### src/rtl/core/tbrs_pkg.sv
// ----------------------------------------------------------------------------
// tbrs_pkg
// types and constants shared by the tape block request sequencer modules
// ----------------------------------------------------------------------------
package tbrs_pkg;

    localparam logic [2:0] CMD_OPEN   = 3'd0;
    localparam logic [2:0] CMD_CLOSE  = 3'd1;
    localparam logic [2:0] CMD_REQ    = 3'd2;
    localparam logic [2:0] CMD_INTR   = 3'd3;
    localparam logic [2:0] CMD_SETPOS = 3'd4;

    localparam logic [1:0] RK_REG    = 2'd0;
    localparam logic [1:0] RK_DONE   = 2'd1;
    localparam logic [1:0] RK_REFUSE = 2'd2;

    localparam logic [1:0] ST_CLOSED = 2'd0;
    localparam logic [1:0] ST_OPEN   = 2'd1;
    localparam logic [1:0] ST_FAILED = 2'd2;

    localparam logic [15:0] C_GO   = 16'o1;
    localparam logic [15:0] C_READ = 16'o2;
    localparam logic [15:0] C_WRITE = 16'o4;
    localparam logic [15:0] C_WEOF = 16'o6;
    localparam logic [15:0] C_SFWD = 16'o10;
    localparam logic [15:0] C_SREV = 16'o12;
    localparam logic [15:0] C_WGAP = 16'o14;
    localparam logic [15:0] C_REW  = 16'o16;
    localparam logic [15:0] C_DENS = 16'o60000;
    localparam logic [15:0] C_IENA = 16'o100;
    localparam logic [15:0] E_HARD = 16'o102200;
    localparam logic [15:0] E_EOF  = 16'o40000;
    localparam logic [15:0] LIMIT_OPEN = 16'hFFFF;

    localparam logic [3:0] RETRY_RESET = 4'd10;
    localparam logic [2:0] ADDR_RETRY  = 3'd0;

    typedef enum logic [1:0] {
        PH_IDLE = 2'd0,
        PH_SEEK = 2'd1,
        PH_IO   = 2'd2
    } t_phase;

    typedef enum logic [3:0] {
        J_NOP      = 4'd0,
        J_OPEN     = 4'd1,
        J_OPEN_REF = 4'd2,
        J_CLOSE    = 4'd3,
        J_REQ_FAIL = 4'd4,
        J_REQ_ZERO = 4'd5,
        J_REQ_PUSH = 4'd6,
        J_INTR     = 4'd7,
        J_SETPOS   = 4'd8
    } t_jkind;

    typedef struct packed {
        logic [2:0]  unit;
        logic [15:0] block;
        logic        wr;
        logic [1:0]  ext;
        logic [15:0] wc;
        logic [15:0] addr;
        logic        raw;
    } t_req;

    typedef struct packed {
        t_jkind      kind;
        t_req        req;
        logic        ready;
        logic        cerr;
        logic [15:0] err;
        logic [15:0] bc;
    } t_job;

    typedef struct packed {
        logic [1:0]  kind;
        logic [2:0]  unit;
        logic [15:0] status;
        logic [15:0] count;
        logic        cv;
        logic [15:0] addr;
        logic        av;
        logic        failed;
        logic        zf;
        logic [15:0] resid;
        logic        last;
    } t_res;

    typedef struct packed {
        logic idle;
        logic full;
    } t_bstat;

endpackage

### src/rtl/core/tape_block_request_sequencer.sv
// ----------------------------------------------------------------------------
// tape_block_request_sequencer
// block request sequencer for up to eight tape units
//
//  channel  handshake          payload
//  in       i_valid/o_stall    i_command .. i_byte_residual
//  out      o_valid/i_stall    o_result_kind .. o_last
//  cfg      psel/penable/..    paddr, pwdata, prdata (retry limit)
//
// the back-end sequencer handles one event at a time
// a new event is taken once the job queue is empty and the back end is idle
// a pending result in the output register does not block the front end
// reset is synchronous; no clearing pass
// ----------------------------------------------------------------------------
module tape_block_request_sequencer #(
    parameter int UNIT_COUNT  = 8,
    parameter int QUEUE_DEPTH = 16
) (
    input  logic        i_clk,
    input  logic        i_rst_n,
    input  logic        i_valid,
    output logic        o_stall,
    input  logic [2:0]  i_command,
    input  logic [2:0]  i_unit,
    input  logic [15:0] i_block,
    input  logic        i_access_write,
    input  logic [1:0]  i_addr_ext,
    input  logic [15:0] i_word_count,
    input  logic [15:0] i_core_addr,
    input  logic        i_is_raw,
    input  logic        i_ctrl_ready,
    input  logic        i_ctrl_error,
    input  logic [15:0] i_error_reg,
    input  logic [15:0] i_byte_residual,
    output logic        o_valid,
    input  logic        i_stall,
    output logic [1:0]  o_result_kind,
    output logic [2:0]  o_unit_res,
    output logic [15:0] o_status_word,
    output logic [15:0] o_count_word,
    output logic        o_count_valid,
    output logic [15:0] o_address_word,
    output logic        o_address_valid,
    output logic        o_failed,
    output logic        o_zero_fill,
    output logic [15:0] o_residual,
    output logic        o_last,
    input  logic        psel,
    input  logic        penable,
    input  logic        pwrite,
    input  logic [2:0]  paddr,
    input  logic [31:0] pwdata,
    output logic [31:0] prdata,
    output logic        pready
);

    logic [3:0]             r_retry_limit;
    tbrs_pkg::t_bstat       bstat;
    logic [UNIT_COUNT-1:0]  closed;
    logic                   jq_empty;
    logic                   jq_push;
    logic                   jq_pop;
    tbrs_pkg::t_job         f_job;
    tbrs_pkg::t_job         q_job;
    tbrs_pkg::t_res         res;

    assign pready = 1'b1;
    assign prdata = (paddr == tbrs_pkg::ADDR_RETRY) ? {28'd0, r_retry_limit} : 32'd0;

    always_ff @(posedge i_clk) begin
        if (!i_rst_n) begin
            r_retry_limit <= tbrs_pkg::RETRY_RESET;
        end else if (psel && penable && pwrite && pready &&
                     paddr == tbrs_pkg::ADDR_RETRY) begin
            r_retry_limit <= pwdata[3:0];
        end
    end

    tbrs_front #(
        .UNIT_COUNT (UNIT_COUNT)
    ) u_front (
        .i_clk           (i_clk),
        .i_rst_n         (i_rst_n),
        .i_valid         (i_valid),
        .o_stall         (o_stall),
        .i_command       (i_command),
        .i_unit          (i_unit),
        .i_block         (i_block),
        .i_access_write  (i_access_write),
        .i_addr_ext      (i_addr_ext),
        .i_word_count    (i_word_count),
        .i_core_addr     (i_core_addr),
        .i_is_raw        (i_is_raw),
        .i_ctrl_ready    (i_ctrl_ready),
        .i_ctrl_error    (i_ctrl_error),
        .i_error_reg     (i_error_reg),
        .i_byte_residual (i_byte_residual),
        .i_bstat         (bstat),
        .i_closed        (closed),
        .i_jq_empty      (jq_empty),
        .o_push          (jq_push),
        .o_job           (f_job)
    );

    tbrs_jobq u_jobq (
        .i_clk   (i_clk),
        .i_rst_n (i_rst_n),
        .i_push  (jq_push),
        .i_job   (f_job),
        .i_pop   (jq_pop),
        .o_empty (jq_empty),
        .o_job   (q_job)
    );

    tbrs_back #(
        .UNIT_COUNT  (UNIT_COUNT),
        .QUEUE_DEPTH (QUEUE_DEPTH)
    ) u_back (
        .i_clk         (i_clk),
        .i_rst_n       (i_rst_n),
        .i_retry_limit (r_retry_limit),
        .i_jq_empty    (jq_empty),
        .i_job         (q_job),
        .o_jq_pop      (jq_pop),
        .o_bstat       (bstat),
        .o_closed      (closed),
        .o_valid       (o_valid),
        .i_stall       (i_stall),
        .o_res         (res)
    );

    assign o_result_kind   = res.kind;
    assign o_unit_res      = res.unit;
    assign o_status_word   = res.status;
    assign o_count_word    = res.count;
    assign o_count_valid   = res.cv;
    assign o_address_word  = res.addr;
    assign o_address_valid = res.av;
    assign o_failed        = res.failed;
    assign o_zero_fill     = res.zf;
    assign o_residual      = res.resid;
    assign o_last          = res.last;

endmodule

### src/rtl/core/tbrs_jobq.sv
// ----------------------------------------------------------------------------
// tbrs_jobq
// two-entry queue of classified jobs between front and back
// ----------------------------------------------------------------------------
module tbrs_jobq (
    input  logic            i_clk,
    input  logic            i_rst_n,
    input  logic            i_push,
    input  tbrs_pkg::t_job  i_job,
    input  logic            i_pop,
    output logic            o_empty,
    output tbrs_pkg::t_job  o_job
);

    tbrs_pkg::t_job r_data [2];
    logic       r_wp;
    logic       r_rp;
    logic [1:0] r_cnt;

    assign o_empty = (r_cnt == 2'd0);
    assign o_job   = r_data[r_rp];

    always_ff @(posedge i_clk) begin
        if (i_push) begin
            r_data[r_wp] <= i_job;
        end
    end

    always_ff @(posedge i_clk) begin
        if (!i_rst_n) begin
            r_wp  <= 1'b0;
            r_rp  <= 1'b0;
            r_cnt <= 2'd0;
        end else begin
            if (i_push) begin
                r_wp <= ~r_wp;
            end
            if (i_pop) begin
                r_rp <= ~r_rp;
            end
            r_cnt <= r_cnt + {1'b0, i_push} - {1'b0, i_pop};
        end
    end

endmodule

### src/rtl/core/tbrs_front.sv
// ----------------------------------------------------------------------------
// tbrs_front
// accepts events, keeps record limits and classifies each event into a job
// ----------------------------------------------------------------------------
module tbrs_front #(
    parameter int UNIT_COUNT = 8
) (
    input  logic                   i_clk,
    input  logic                   i_rst_n,
    input  logic                   i_valid,
    output logic                   o_stall,
    input  logic [2:0]             i_command,
    input  logic [2:0]             i_unit,
    input  logic [15:0]            i_block,
    input  logic                   i_access_write,
    input  logic [1:0]             i_addr_ext,
    input  logic [15:0]            i_word_count,
    input  logic [15:0]            i_core_addr,
    input  logic                   i_is_raw,
    input  logic                   i_ctrl_ready,
    input  logic                   i_ctrl_error,
    input  logic [15:0]            i_error_reg,
    input  logic [15:0]            i_byte_residual,
    input  tbrs_pkg::t_bstat       i_bstat,
    input  logic [UNIT_COUNT-1:0]  i_closed,
    input  logic                   i_jq_empty,
    output logic                   o_push,
    output tbrs_pkg::t_job         o_job
);

    localparam int UIW = (UNIT_COUNT > 1) ? $clog2(UNIT_COUNT) : 1;

    logic [15:0] r_limit [UNIT_COUNT];

    logic            accept;
    logic            valid_u;
    logic [UIW-1:0]  ui;
    logic [15:0]     lim;
    logic            u_closed;
    tbrs_pkg::t_jkind kind;

    assign o_stall  = !(i_bstat.idle && i_jq_empty);
    assign accept   = i_valid && !o_stall;
    assign valid_u  = ({1'b0, i_unit} < 4'(UNIT_COUNT));
    assign ui       = i_unit[UIW-1:0];
    assign lim      = valid_u ? r_limit[ui] : 16'd0;
    assign u_closed = valid_u ? i_closed[ui] : 1'b0;

    always_comb begin
        kind = tbrs_pkg::J_NOP;
        unique case (i_command)
            tbrs_pkg::CMD_OPEN: begin
                kind = u_closed ? tbrs_pkg::J_OPEN : tbrs_pkg::J_OPEN_REF;
            end
            tbrs_pkg::CMD_CLOSE: begin
                kind = valid_u ? tbrs_pkg::J_CLOSE : tbrs_pkg::J_NOP;
            end
            tbrs_pkg::CMD_REQ: begin
                if (!valid_u || i_bstat.full || lim < i_block) begin
                    kind = tbrs_pkg::J_REQ_FAIL;
                end else if (lim == i_block && !i_access_write) begin
                    kind = tbrs_pkg::J_REQ_ZERO;
                end else begin
                    kind = tbrs_pkg::J_REQ_PUSH;
                end
            end
            tbrs_pkg::CMD_INTR: begin
                kind = tbrs_pkg::J_INTR;
            end
            tbrs_pkg::CMD_SETPOS: begin
                kind = valid_u ? tbrs_pkg::J_SETPOS : tbrs_pkg::J_NOP;
            end
            default: begin
                kind = tbrs_pkg::J_NOP;
            end
        endcase
    end

    always_comb begin
        o_job.kind       = kind;
        o_job.req.unit   = i_unit;
        o_job.req.block  = i_block;
        o_job.req.wr     = i_access_write;
        o_job.req.ext    = i_addr_ext;
        o_job.req.wc     = i_word_count;
        o_job.req.addr   = i_core_addr;
        o_job.req.raw    = i_is_raw;
        o_job.ready      = i_ctrl_ready;
        o_job.cerr       = i_ctrl_error;
        o_job.err        = i_error_reg;
        o_job.bc         = i_byte_residual;
    end

    assign o_push = accept && (kind != tbrs_pkg::J_NOP);

    always_ff @(posedge i_clk) begin
        if (!i_rst_n) begin
            for (int k = 0; k < UNIT_COUNT; k++) begin
                r_limit[k] <= 16'd0;
            end
        end else if (accept) begin
            if (kind == tbrs_pkg::J_OPEN) begin
                r_limit[ui] <= tbrs_pkg::LIMIT_OPEN;
            end else if ((kind == tbrs_pkg::J_REQ_PUSH && i_access_write) ||
                         kind == tbrs_pkg::J_SETPOS) begin
                r_limit[ui] <= i_block + 16'd1;
            end
        end
    end

endmodule

### src/rtl/core/tbrs_back.sv
// ----------------------------------------------------------------------------
// tbrs_back
// carries out jobs: unit state, request fifo, seek and transfer sequencing
// ----------------------------------------------------------------------------
module tbrs_back #(
    parameter int UNIT_COUNT  = 8,
    parameter int QUEUE_DEPTH = 16
) (
    input  logic                   i_clk,
    input  logic                   i_rst_n,
    input  logic [3:0]             i_retry_limit,
    input  logic                   i_jq_empty,
    input  tbrs_pkg::t_job         i_job,
    output logic                   o_jq_pop,
    output tbrs_pkg::t_bstat       o_bstat,
    output logic [UNIT_COUNT-1:0]  o_closed,
    output logic                   o_valid,
    input  logic                   i_stall,
    output tbrs_pkg::t_res         o_res
);

    localparam int UIW = (UNIT_COUNT > 1) ? $clog2(UNIT_COUNT) : 1;
    localparam int QIW = $clog2(QUEUE_DEPTH);
    localparam int CW  = $clog2(QUEUE_DEPTH + 1);

    typedef enum logic [5:0] {
        S_IDLE  = 6'b000001,
        S_EMIT1 = 6'b000010,
        S_REW   = 6'b000100,
        S_LOAD  = 6'b001000,
        S_START = 6'b010000,
        S_INTR  = 6'b100000
    } t_state;

    t_state           r_state, n_state;
    tbrs_pkg::t_job   r_job;
    logic             r_after_intr, n_after_intr;
    tbrs_pkg::t_phase r_phase, n_phase;
    logic [3:0]       r_ec, n_ec;
    logic [1:0]       r_ustate [UNIT_COUNT];
    logic [15:0]      r_pos [UNIT_COUNT];
    tbrs_pkg::t_req   r_mem [QUEUE_DEPTH];
    tbrs_pkg::t_req   r_hdata;
    logic [QIW-1:0]   r_hptr, r_tptr;
    logic [CW-1:0]    r_count;
    logic             r_ovalid;
    tbrs_pkg::t_res   r_res;

    logic             out_free;
    logic             emit;
    tbrs_pkg::t_res   res;
    logic             do_push, do_pop;
    logic             pos_we, us_we;
    logic [UIW-1:0]   pos_wa, us_wa;
    logic [15:0]      pos_wd;
    logic [1:0]       us_wd;
    logic [UIW-1:0]   hu, ju;
    logic [15:0]      hpos, com;
    logic [3:0]       ec1;
    logic             soft_err, fail;

    assign out_free = !r_ovalid || !i_stall;
    assign hu       = r_hdata.unit[UIW-1:0];
    assign ju       = i_job.req.unit[UIW-1:0];
    assign hpos     = r_pos[hu];
    assign com      = {5'd0, r_hdata.unit, 2'd0, r_hdata.ext, 4'd0}
                      | tbrs_pkg::C_IENA | tbrs_pkg::C_DENS;
    assign ec1      = r_ec + 4'd1;
    assign soft_err = r_job.cerr && r_phase == tbrs_pkg::PH_IO &&
                      (r_job.err & (tbrs_pkg::E_HARD | tbrs_pkg::E_EOF)) == 16'd0;

    always_comb begin
        n_state      = r_state;
        n_after_intr = r_after_intr;
        n_phase      = r_phase;
        n_ec         = r_ec;
        o_jq_pop     = 1'b0;
        emit         = 1'b0;
        res          = '0;
        do_push      = 1'b0;
        do_pop       = 1'b0;
        pos_we       = 1'b0;
        pos_wa       = hu;
        pos_wd       = 16'd0;
        us_we        = 1'b0;
        us_wa        = hu;
        us_wd        = tbrs_pkg::ST_CLOSED;
        fail         = 1'b0;
        unique case (r_state)
            S_IDLE: begin
                if (!i_jq_empty) begin
                    o_jq_pop = 1'b1;
                    case (i_job.kind)
                        tbrs_pkg::J_OPEN: begin
                            us_we  = 1'b1;
                            us_wa  = ju;
                            us_wd  = tbrs_pkg::ST_OPEN;
                            pos_we = 1'b1;
                            pos_wa = ju;
                        end
                        tbrs_pkg::J_SETPOS: begin
                            pos_we = 1'b1;
                            pos_wa = ju;
                            pos_wd = i_job.req.block;
                        end
                        tbrs_pkg::J_CLOSE: begin
                            us_we   = 1'b1;
                            us_wa   = ju;
                            n_state = i_job.req.wr ? S_EMIT1 : S_REW;
                        end
                        tbrs_pkg::J_OPEN_REF, tbrs_pkg::J_REQ_FAIL,
                        tbrs_pkg::J_REQ_ZERO: begin
                            n_state = S_EMIT1;
                        end
                        tbrs_pkg::J_REQ_PUSH: begin
                            do_push = 1'b1;
                            if (r_phase == tbrs_pkg::PH_IDLE) begin
                                n_after_intr = 1'b0;
                                n_state      = S_LOAD;
                            end
                        end
                        tbrs_pkg::J_INTR: begin
                            if (r_count != '0) begin
                                n_after_intr = 1'b1;
                                n_state      = S_LOAD;
                            end
                        end
                        default: begin
                        end
                    endcase
                end
            end
            S_EMIT1: begin
                if (out_free) begin
                    emit      = 1'b1;
                    res.unit  = r_job.req.unit;
                    res.last  = 1'b1;
                    n_state   = S_IDLE;
                    case (r_job.kind)
                        tbrs_pkg::J_OPEN_REF: begin
                            res.kind = tbrs_pkg::RK_REFUSE;
                        end
                        tbrs_pkg::J_REQ_FAIL: begin
                            res.kind   = tbrs_pkg::RK_DONE;
                            res.failed = 1'b1;
                        end
                        tbrs_pkg::J_REQ_ZERO: begin
                            res.kind = tbrs_pkg::RK_DONE;
                            res.zf   = 1'b1;
                        end
                        default: begin
                            res.kind   = tbrs_pkg::RK_REG;
                            res.status = {5'd0, r_job.req.unit, 8'd0} | tbrs_pkg::C_DENS
                                         | tbrs_pkg::C_WEOF | tbrs_pkg::C_GO;
                            res.last   = 1'b0;
                            n_state    = S_REW;
                        end
                    endcase
                end
            end
            S_REW: begin
                if (out_free) begin
                    emit       = 1'b1;
                    res.kind   = tbrs_pkg::RK_REG;
                    res.unit   = r_job.req.unit;
                    res.status = {5'd0, r_job.req.unit, 8'd0} | tbrs_pkg::C_DENS
                                 | tbrs_pkg::C_REW | tbrs_pkg::C_GO;
                    res.last   = 1'b1;
                    n_state    = S_IDLE;
                end
            end
            S_LOAD: begin
                n_state = r_after_intr ? S_INTR : S_START;
            end
            S_START: begin
                if (out_free) begin
                    emit     = 1'b1;
                    res.unit = r_hdata.unit;
                    n_state  = S_IDLE;
                    if (r_ustate[hu] == tbrs_pkg::ST_FAILED || !r_job.ready) begin
                        res.kind     = tbrs_pkg::RK_DONE;
                        res.failed   = 1'b1;
                        do_pop       = 1'b1;
                        res.last     = (r_count == CW'(1));
                        n_after_intr = 1'b0;
                        if (r_count != CW'(1)) begin
                            n_state = S_LOAD;
                        end
                    end else begin
                        res.kind = tbrs_pkg::RK_REG;
                        res.last = 1'b1;
                        if (hpos != r_hdata.block) begin
                            n_phase = tbrs_pkg::PH_SEEK;
                            if (hpos < r_hdata.block) begin
                                res.status = com | tbrs_pkg::C_SFWD | tbrs_pkg::C_GO;
                                res.count  = hpos - r_hdata.block;
                                res.cv     = 1'b1;
                            end else if (r_hdata.block == 16'd0) begin
                                res.status = com | tbrs_pkg::C_REW | tbrs_pkg::C_GO;
                            end else begin
                                res.status = com | tbrs_pkg::C_SREV | tbrs_pkg::C_GO;
                                res.count  = r_hdata.block - hpos;
                                res.cv     = 1'b1;
                            end
                        end else begin
                            n_phase = tbrs_pkg::PH_IO;
                            if (!r_hdata.wr) begin
                                res.status = com | tbrs_pkg::C_READ | tbrs_pkg::C_GO;
                            end else if (r_ec != 4'd0) begin
                                res.status = com | tbrs_pkg::C_WGAP | tbrs_pkg::C_GO;
                            end else begin
                                res.status = com | tbrs_pkg::C_WRITE | tbrs_pkg::C_GO;
                            end
                            res.count = {r_hdata.wc[14:0], 1'b0};
                            res.cv    = 1'b1;
                            res.addr  = r_hdata.addr;
                            res.av    = 1'b1;
                        end
                    end
                end
            end
            S_INTR: begin
                if (out_free) begin
                    if (soft_err && ec1 < i_retry_limit) begin
                        n_ec    = ec1;
                        pos_we  = 1'b1;
                        pos_wd  = hpos + 16'd1;
                        n_phase = tbrs_pkg::PH_IDLE;
                        n_state = S_START;
                    end else begin
                        if (r_job.cerr) begin
                            fail = 1'b1;
                            if (!soft_err && !r_hdata.raw &&
                                (r_job.err & tbrs_pkg::E_EOF) == 16'd0) begin
                                us_we = 1'b1;
                                us_wd = tbrs_pkg::ST_FAILED;
                            end
                        end
                        if (r_job.cerr || r_phase == tbrs_pkg::PH_IO) begin
                            n_ec         = 4'd0;
                            pos_we       = 1'b1;
                            pos_wd       = hpos + 16'd1;
                            do_pop       = 1'b1;
                            n_phase      = tbrs_pkg::PH_IDLE;
                            emit         = 1'b1;
                            res.kind     = tbrs_pkg::RK_DONE;
                            res.unit     = r_hdata.unit;
                            res.failed   = fail;
                            res.resid    = r_job.bc;
                            res.last     = (r_count == CW'(1));
                            n_after_intr = 1'b0;
                            n_state      = (r_count == CW'(1)) ? S_IDLE : S_LOAD;
                        end else begin
                            pos_we  = 1'b1;
                            pos_wd  = r_hdata.block;
                            n_state = S_START;
                        end
                    end
                end
            end
            default: begin
                n_state = S_IDLE;
            end
        endcase
    end

    always_ff @(posedge i_clk) begin
        if (do_push) begin
            r_mem[r_tptr] <= i_job.req;
        end
        r_hdata <= r_mem[r_hptr];
        if (o_jq_pop) begin
            r_job <= i_job;
        end
        if (emit) begin
            r_res <= res;
        end
    end

    always_ff @(posedge i_clk) begin
        if (!i_rst_n) begin
            r_state      <= S_IDLE;
            r_after_intr <= 1'b0;
            r_phase      <= tbrs_pkg::PH_IDLE;
            r_ec         <= 4'd0;
            r_hptr       <= '0;
            r_tptr       <= '0;
            r_count      <= '0;
            r_ovalid     <= 1'b0;
            for (int k = 0; k < UNIT_COUNT; k++) begin
                r_ustate[k] <= tbrs_pkg::ST_CLOSED;
                r_pos[k]    <= 16'd0;
            end
        end else begin
            r_state      <= n_state;
            r_after_intr <= n_after_intr;
            r_phase      <= n_phase;
            r_ec         <= n_ec;
            if (do_push) begin
                r_tptr  <= (r_tptr == QIW'(QUEUE_DEPTH - 1)) ? '0 : r_tptr + 1'b1;
                r_count <= r_count + 1'b1;
            end
            if (do_pop) begin
                r_hptr  <= (r_hptr == QIW'(QUEUE_DEPTH - 1)) ? '0 : r_hptr + 1'b1;
                r_count <= r_count - 1'b1;
            end
            if (emit) begin
                r_ovalid <= 1'b1;
            end else if (!i_stall) begin
                r_ovalid <= 1'b0;
            end
            if (us_we) begin
                r_ustate[us_wa] <= us_wd;
            end
            if (pos_we) begin
                r_pos[pos_wa] <= pos_wd;
            end
        end
    end

    always_comb begin
        for (int k = 0; k < UNIT_COUNT; k++) begin
            o_closed[k] = (r_ustate[k] == tbrs_pkg::ST_CLOSED);
        end
    end

    assign o_bstat.idle = (r_state == S_IDLE);
    assign o_bstat.full = (r_count == CW'(QUEUE_DEPTH));
    assign o_valid      = r_ovalid;
    assign o_res        = r_res;

    a_count_range: assert property (@(posedge i_clk) disable iff (!i_rst_n)
        r_count <= CW'(QUEUE_DEPTH))
        else $error("request fifo count beyond depth");

    a_out_hold: assert property (@(posedge i_clk) disable iff (!i_rst_n)
        (r_ovalid && i_stall) |=> (r_ovalid && $stable(r_res)))
        else $error("stalled result changed");

    a_start_has_head: assert property (@(posedge i_clk) disable iff (!i_rst_n)
        (r_state == S_START || r_state == S_INTR) |-> (r_count != '0))
        else $error("head evaluated with empty request fifo");

    a_no_push_pop: assert property (@(posedge i_clk) disable iff (!i_rst_n)
        !(do_push && do_pop))
        else $error("push and pop in one cycle");

endmodule

### config.mk
export PLATFORM = sky130hd
export DESIGN_NAME = tape_block_request_sequencer
export DESIGN_NICKNAME = d
export VERILOG_FILES = /design/src/rtl/core/tbrs_pkg.sv /design/src/rtl/core/tape_block_request_sequencer.sv /design/src/rtl/core/tbrs_jobq.sv /design/src/rtl/core/tbrs_front.sv /design/src/rtl/core/tbrs_back.sv
export SDC_FILE = /design/constraint.sdc
export NUM_CORES = 2
export LEC_CHECK = 0
export BUFFER_PORTS_ARGS = -buffer_cell sky130_fd_sc_hd__clkbuf_2
export CORE_MARGIN = 2
export CORE_UTILIZATION = 58
export CTS_BUF_LIST = sky130_fd_sc_hd__clkbuf_4
export DETAILED_ROUTE_END_ITERATION = 10
export PLACE_DENSITY_LB_ADDON = 0.08
export SYNTH_ARGS = -nofsm -noshare
export SYNTH_HDL_FRONTEND = slang
export SYNTH_SLANG_ARGS = --single-unit
### constraint.sdc
create_clock -name i_clk -period 6.7 [get_ports i_clk]
set_input_delay 0.335 -clock i_clk [delete_from_list [all_inputs] [get_ports i_clk]]
set_output_delay 0.335 -clock i_clk [all_outputs]
set_load 0.02 [all_outputs]
==> metrics.cfg <==
[finish]
area_delta_synth_final_pct = 15.08
drive_above_1_share_pct = 29.60
fin_area_um2 = 69040
layout_commonest_cell = edfxtp_1
nets = 4227
final_cell_count_no_fill = 5675
mostFrequentLayoutCells = edfxtp_1 (1,393), clkbuf_4 (560), nor2_1 (381)
nFillCells = 7060
multi_input_comb_area_um2 = 15430
final_util_pct = 67.57
regArea_um2 = 43650

[timing]
maxSlewViolCount = 0
hold_viol_final = 0
setup_ws_ns = 1.517
finalCriticalPeriod_ns = 5.183
setup_tns_ns = 0
fin_crit_sh_pct = 77.36
rsz0062_at_grt = false
finalSetupViolations = 0
fmax_mhz = 192.9
hold_ws_ns = 0.08753
worst_slew_pin_slew_ns = 1.364
maxSlewHeadroom_pct = 8.508
fin_skew_ns = 0.09169

[floorplan]
core_um2 = 102200
die_h_um = 325.6
ios = 243
dieWidth_um = 325.6
die_area_um2 = 106000
rows = 117
initial_utilization_pct = 58.71

[worst_setup_path]
worstReg2RegStart = u_back.hu[0]
r2r_end = u_back.o_res[39]
critPathRequiredTime_ns = 7.73
arrival_ns = 6.21
path_class = reg -> reg
end_kind = register
rr_worst_depth = 16
reg2reg_slack_ns = 1.52
critPathLaunchType = register
path_max_fanout = 25

[placed_design]
io_buffers = 168
gp_congestion = 0.8646
place_ws_ns = 1.533
place_hpwl_um = 84410
dpl_cell_area_um2 = 62620
dpl.cell_count = 4841

[clocking]
cts_resized = 0
htree_levels = 5
clkTransAtPathRegs_ns = 0.07
cts_sinks = 1483
cts_post_setup_buffers_inserted = 0
clock_latency_ns = 1.22
numCtsBuffers = 377
cts_tree = done
cts-hold-fix-buffers = 173
clockBufferDepth = 4
cts_root_buf = clkbuf_4

[power]
combPwrFrac_pct = 10.8
p_total_mw = 21.03
intPower_mw = 15.72
p_sw_mw = 5.311
seqPwrFrac_pct = 53.9
power.leakage_nw = 23.23
ir_drop_v = 0.0002477
power.density_nw_per_um2 = 304.5
swShare_pct = 25.26
clock_power_share_pct = 35.2

[run_status]
status = finished clean

[routing]
drtPass1Iterations = 8
ant_nets = 0
drcViolationCount = 0
vias_per_cell = 6.033
wl_um = 147700
wl_per_cell_um = 26.03
num_vias = 34238
first_iter_violations = 3559

[job]
drv_cap = 0

[grt]
grt_pass1_wl_um = 218500
grt-ovfl-total = 0
grt_max_degree = 137
use_met2_pct = 46.20
grtUsageMet1_pct = 37.43
antenna_found_initial = 4
grt_pass1_vias = 35687
use_met3_pct = 6.053
track_usage_pct = 28.02
busiest_layer = met2

[synth]
async_reset_ff_share_pct = 0
synth-seq-cells = 1483
netlist_instances = 3394
synth_edf_count = 1393
synth.yosys.seq_area_share_pct = 72.73
synth_ff_type = edfxtp_1
avgSynthCellArea_um2 = 17.68
synth_area_um2 = 59990
synth_cell_types = 84
ys_warn_count = 0

[worst_hold_path]
whs_path_depth = 2
hold_class = in -> reg
hold_path_end = u_jobq.r_data[1][80]
holdCritStartpoint = i_block[10]

==> final cells by class <==
class	instances	share of cell area, %
repair buffers	421	4.737
multi-input cells	1662	22.34
diodes	3	0.01087
clock buffers	559	6.078
clock inverters	97	0.6796
inverters	82	0.4458
flip-flops and latches	1483	63.22
well taps	1368	2.479
==> synth_stat cells (all sizes together), types with 4 or more instances <==
| cell | count | area (µm²) |
|---|---|---|
| a21oi | 73 | 365.4 |
| xor2 | 10 | 87.58 |
| edfxtp | 1393 | 41830 |
| o21ai | 46 | 230.2 |
| mux2 | 79 | 889.6 |
| nor4 | 12 | 75.07 |
| and4 | 4 | 35.03 |
| ha | 64 | 800.8 |
| or4 | 7 | 52.55 |
| nand4 | 36 | 225.2 |
| o31ai | 4 | 30.03 |
| nand2b | 18 | 112.6 |
| and3 | 7 | 43.79 |
| a211oi | 21 | 157.7 |
| inv | 81 | 304.0 |
| nor2 | 400 | 1509 |
| clkbuf | 113 | 424.2 |
| nor3b | 7 | 57.55 |
| buf | 85 | 506.7 |
| o211ai | 14 | 105.1 |
| mux2i | 24 | 247.7 |
| nor3 | 34 | 181.4 |
| nand2 | 141 | 546.8 |
| a31oi | 7 | 43.79 |
| a21o | 14 | 105.1 |
| mux4 | 304 | 6847 |
| and2 | 43 | 269.0 |
| o22ai | 6 | 50.04 |
| dfxtp | 90 | 1802 |
| o311ai | 11 | 156.4 |
| nand3 | 31 | 167.7 |
| a222oi | 8 | 80.08 |
| nor2b | 21 | 131.4 |
| xnor2 | 38 | 332.8 |
| o21a | 6 | 45.04 |
| a22oi | 76 | 570.6 |
==> how the worst max path moves through the flow <==
stage                      start               endpoint  cells after the start  slack, ns
3_5_place_dp           i_unit[2]  u_front.r_limit[2][1]                     14       1.53
5_1_grt             u_back.hu[0]       u_back.o_res[50]                     16       1.04
4_1_cts             u_back.hu[0]       u_back.o_res[39]                     16       1.53
3_3_place_gp           i_unit[2]  u_front.r_limit[2][2]                     14       1.54
2_1_floorplan  u_back.r_state[1]     u_back.r_mem[3][0]                      8       0.47
6_report            u_back.hu[0]       u_back.o_res[39]                     16       1.52
==> critical path, cell delays in order (launching register included) <==
cell       delay [ns]
dfxtp_2          0.85
buf_4            0.43
mux4_2           0.28
nand2_1          0.10
nand2_1          0.24
inv_1            0.07
ha_1             0.21
fa_1             0.44
nand2b_1         0.18
a21oi_1          0.29
o21ai_0          0.34
a21oi_2          0.20
buf_4            0.29
nand2_1          0.31
o211ai_1         0.29
o2111ai_1        0.33
nand2_1          0.16
==> cells by family after synthesis <==
| kind of cell | count (synthesis) | share of synthesized area, % |
|---|---|---|
| DFF | 1483 | 72.73 |
| and+or+nand+nor | 777 | 5.888 |
| muxes | 407 | 13.31 |
| AOI/OAI and AO/OA | 331 | 3.898 |
| buffers and inverters | 280 | 2.065 |
| adders and majority gates | 66 | 1.401 |
| xor gates and xnor gates | 48 | 0.7007 |
| other | 2 | 0.01252 |
==> registers in the layout (all words and copies together), names as in the netlist, 2 cells and up, named ones only <==
| signal | count |
|---|---|
| u_jobq.r_cnt | 2 |
| u_back.com | 2 |
| u_back.r_hptr | 4 |
| u_back.r_tptr | 4 |
| u_back.r_hdata | 49 |
| u_back.r_pos | 128 |
| u_back.r_phase | 2 |
| u_back.r_mem | 864 |
| u_back.hu | 3 |
| u_back.r_job | 29 |
| u_back.r_ec | 4 |
| u_jobq.r_data | 160 |
| u_front.r_limit | 128 |
| u_back.r_count | 5 |
| r_retry_limit | 4 |
| u_back.r_ustate | 16 |
| u_back.o_res | 68 |
| u_back.r_state | 6 |
==> power by group through the flow <==
stage	sequential, mW	clock, mW	combinational, mW
2_1_floorplan	11.4	0	1.44
3_3_place_gp	11.5	0	2.07
3_5_place_dp	11.5	0	2.17
4_1_cts	11.3	7.57	2.26
5_1_grt	11.4	8.07	2.45
6_report	11.3	7.41	2.28
==> per-layer routing <==
layer,routed length (µm),up-vias,part of all wire (%)
met5,13,-,0.0088
met4,3702,2,2.5
met3,11750,255,8.0
met2,73540,1606,50
met1,58690,17522,40
li1,-,14853,-
(Power assumes the default switching activity.)
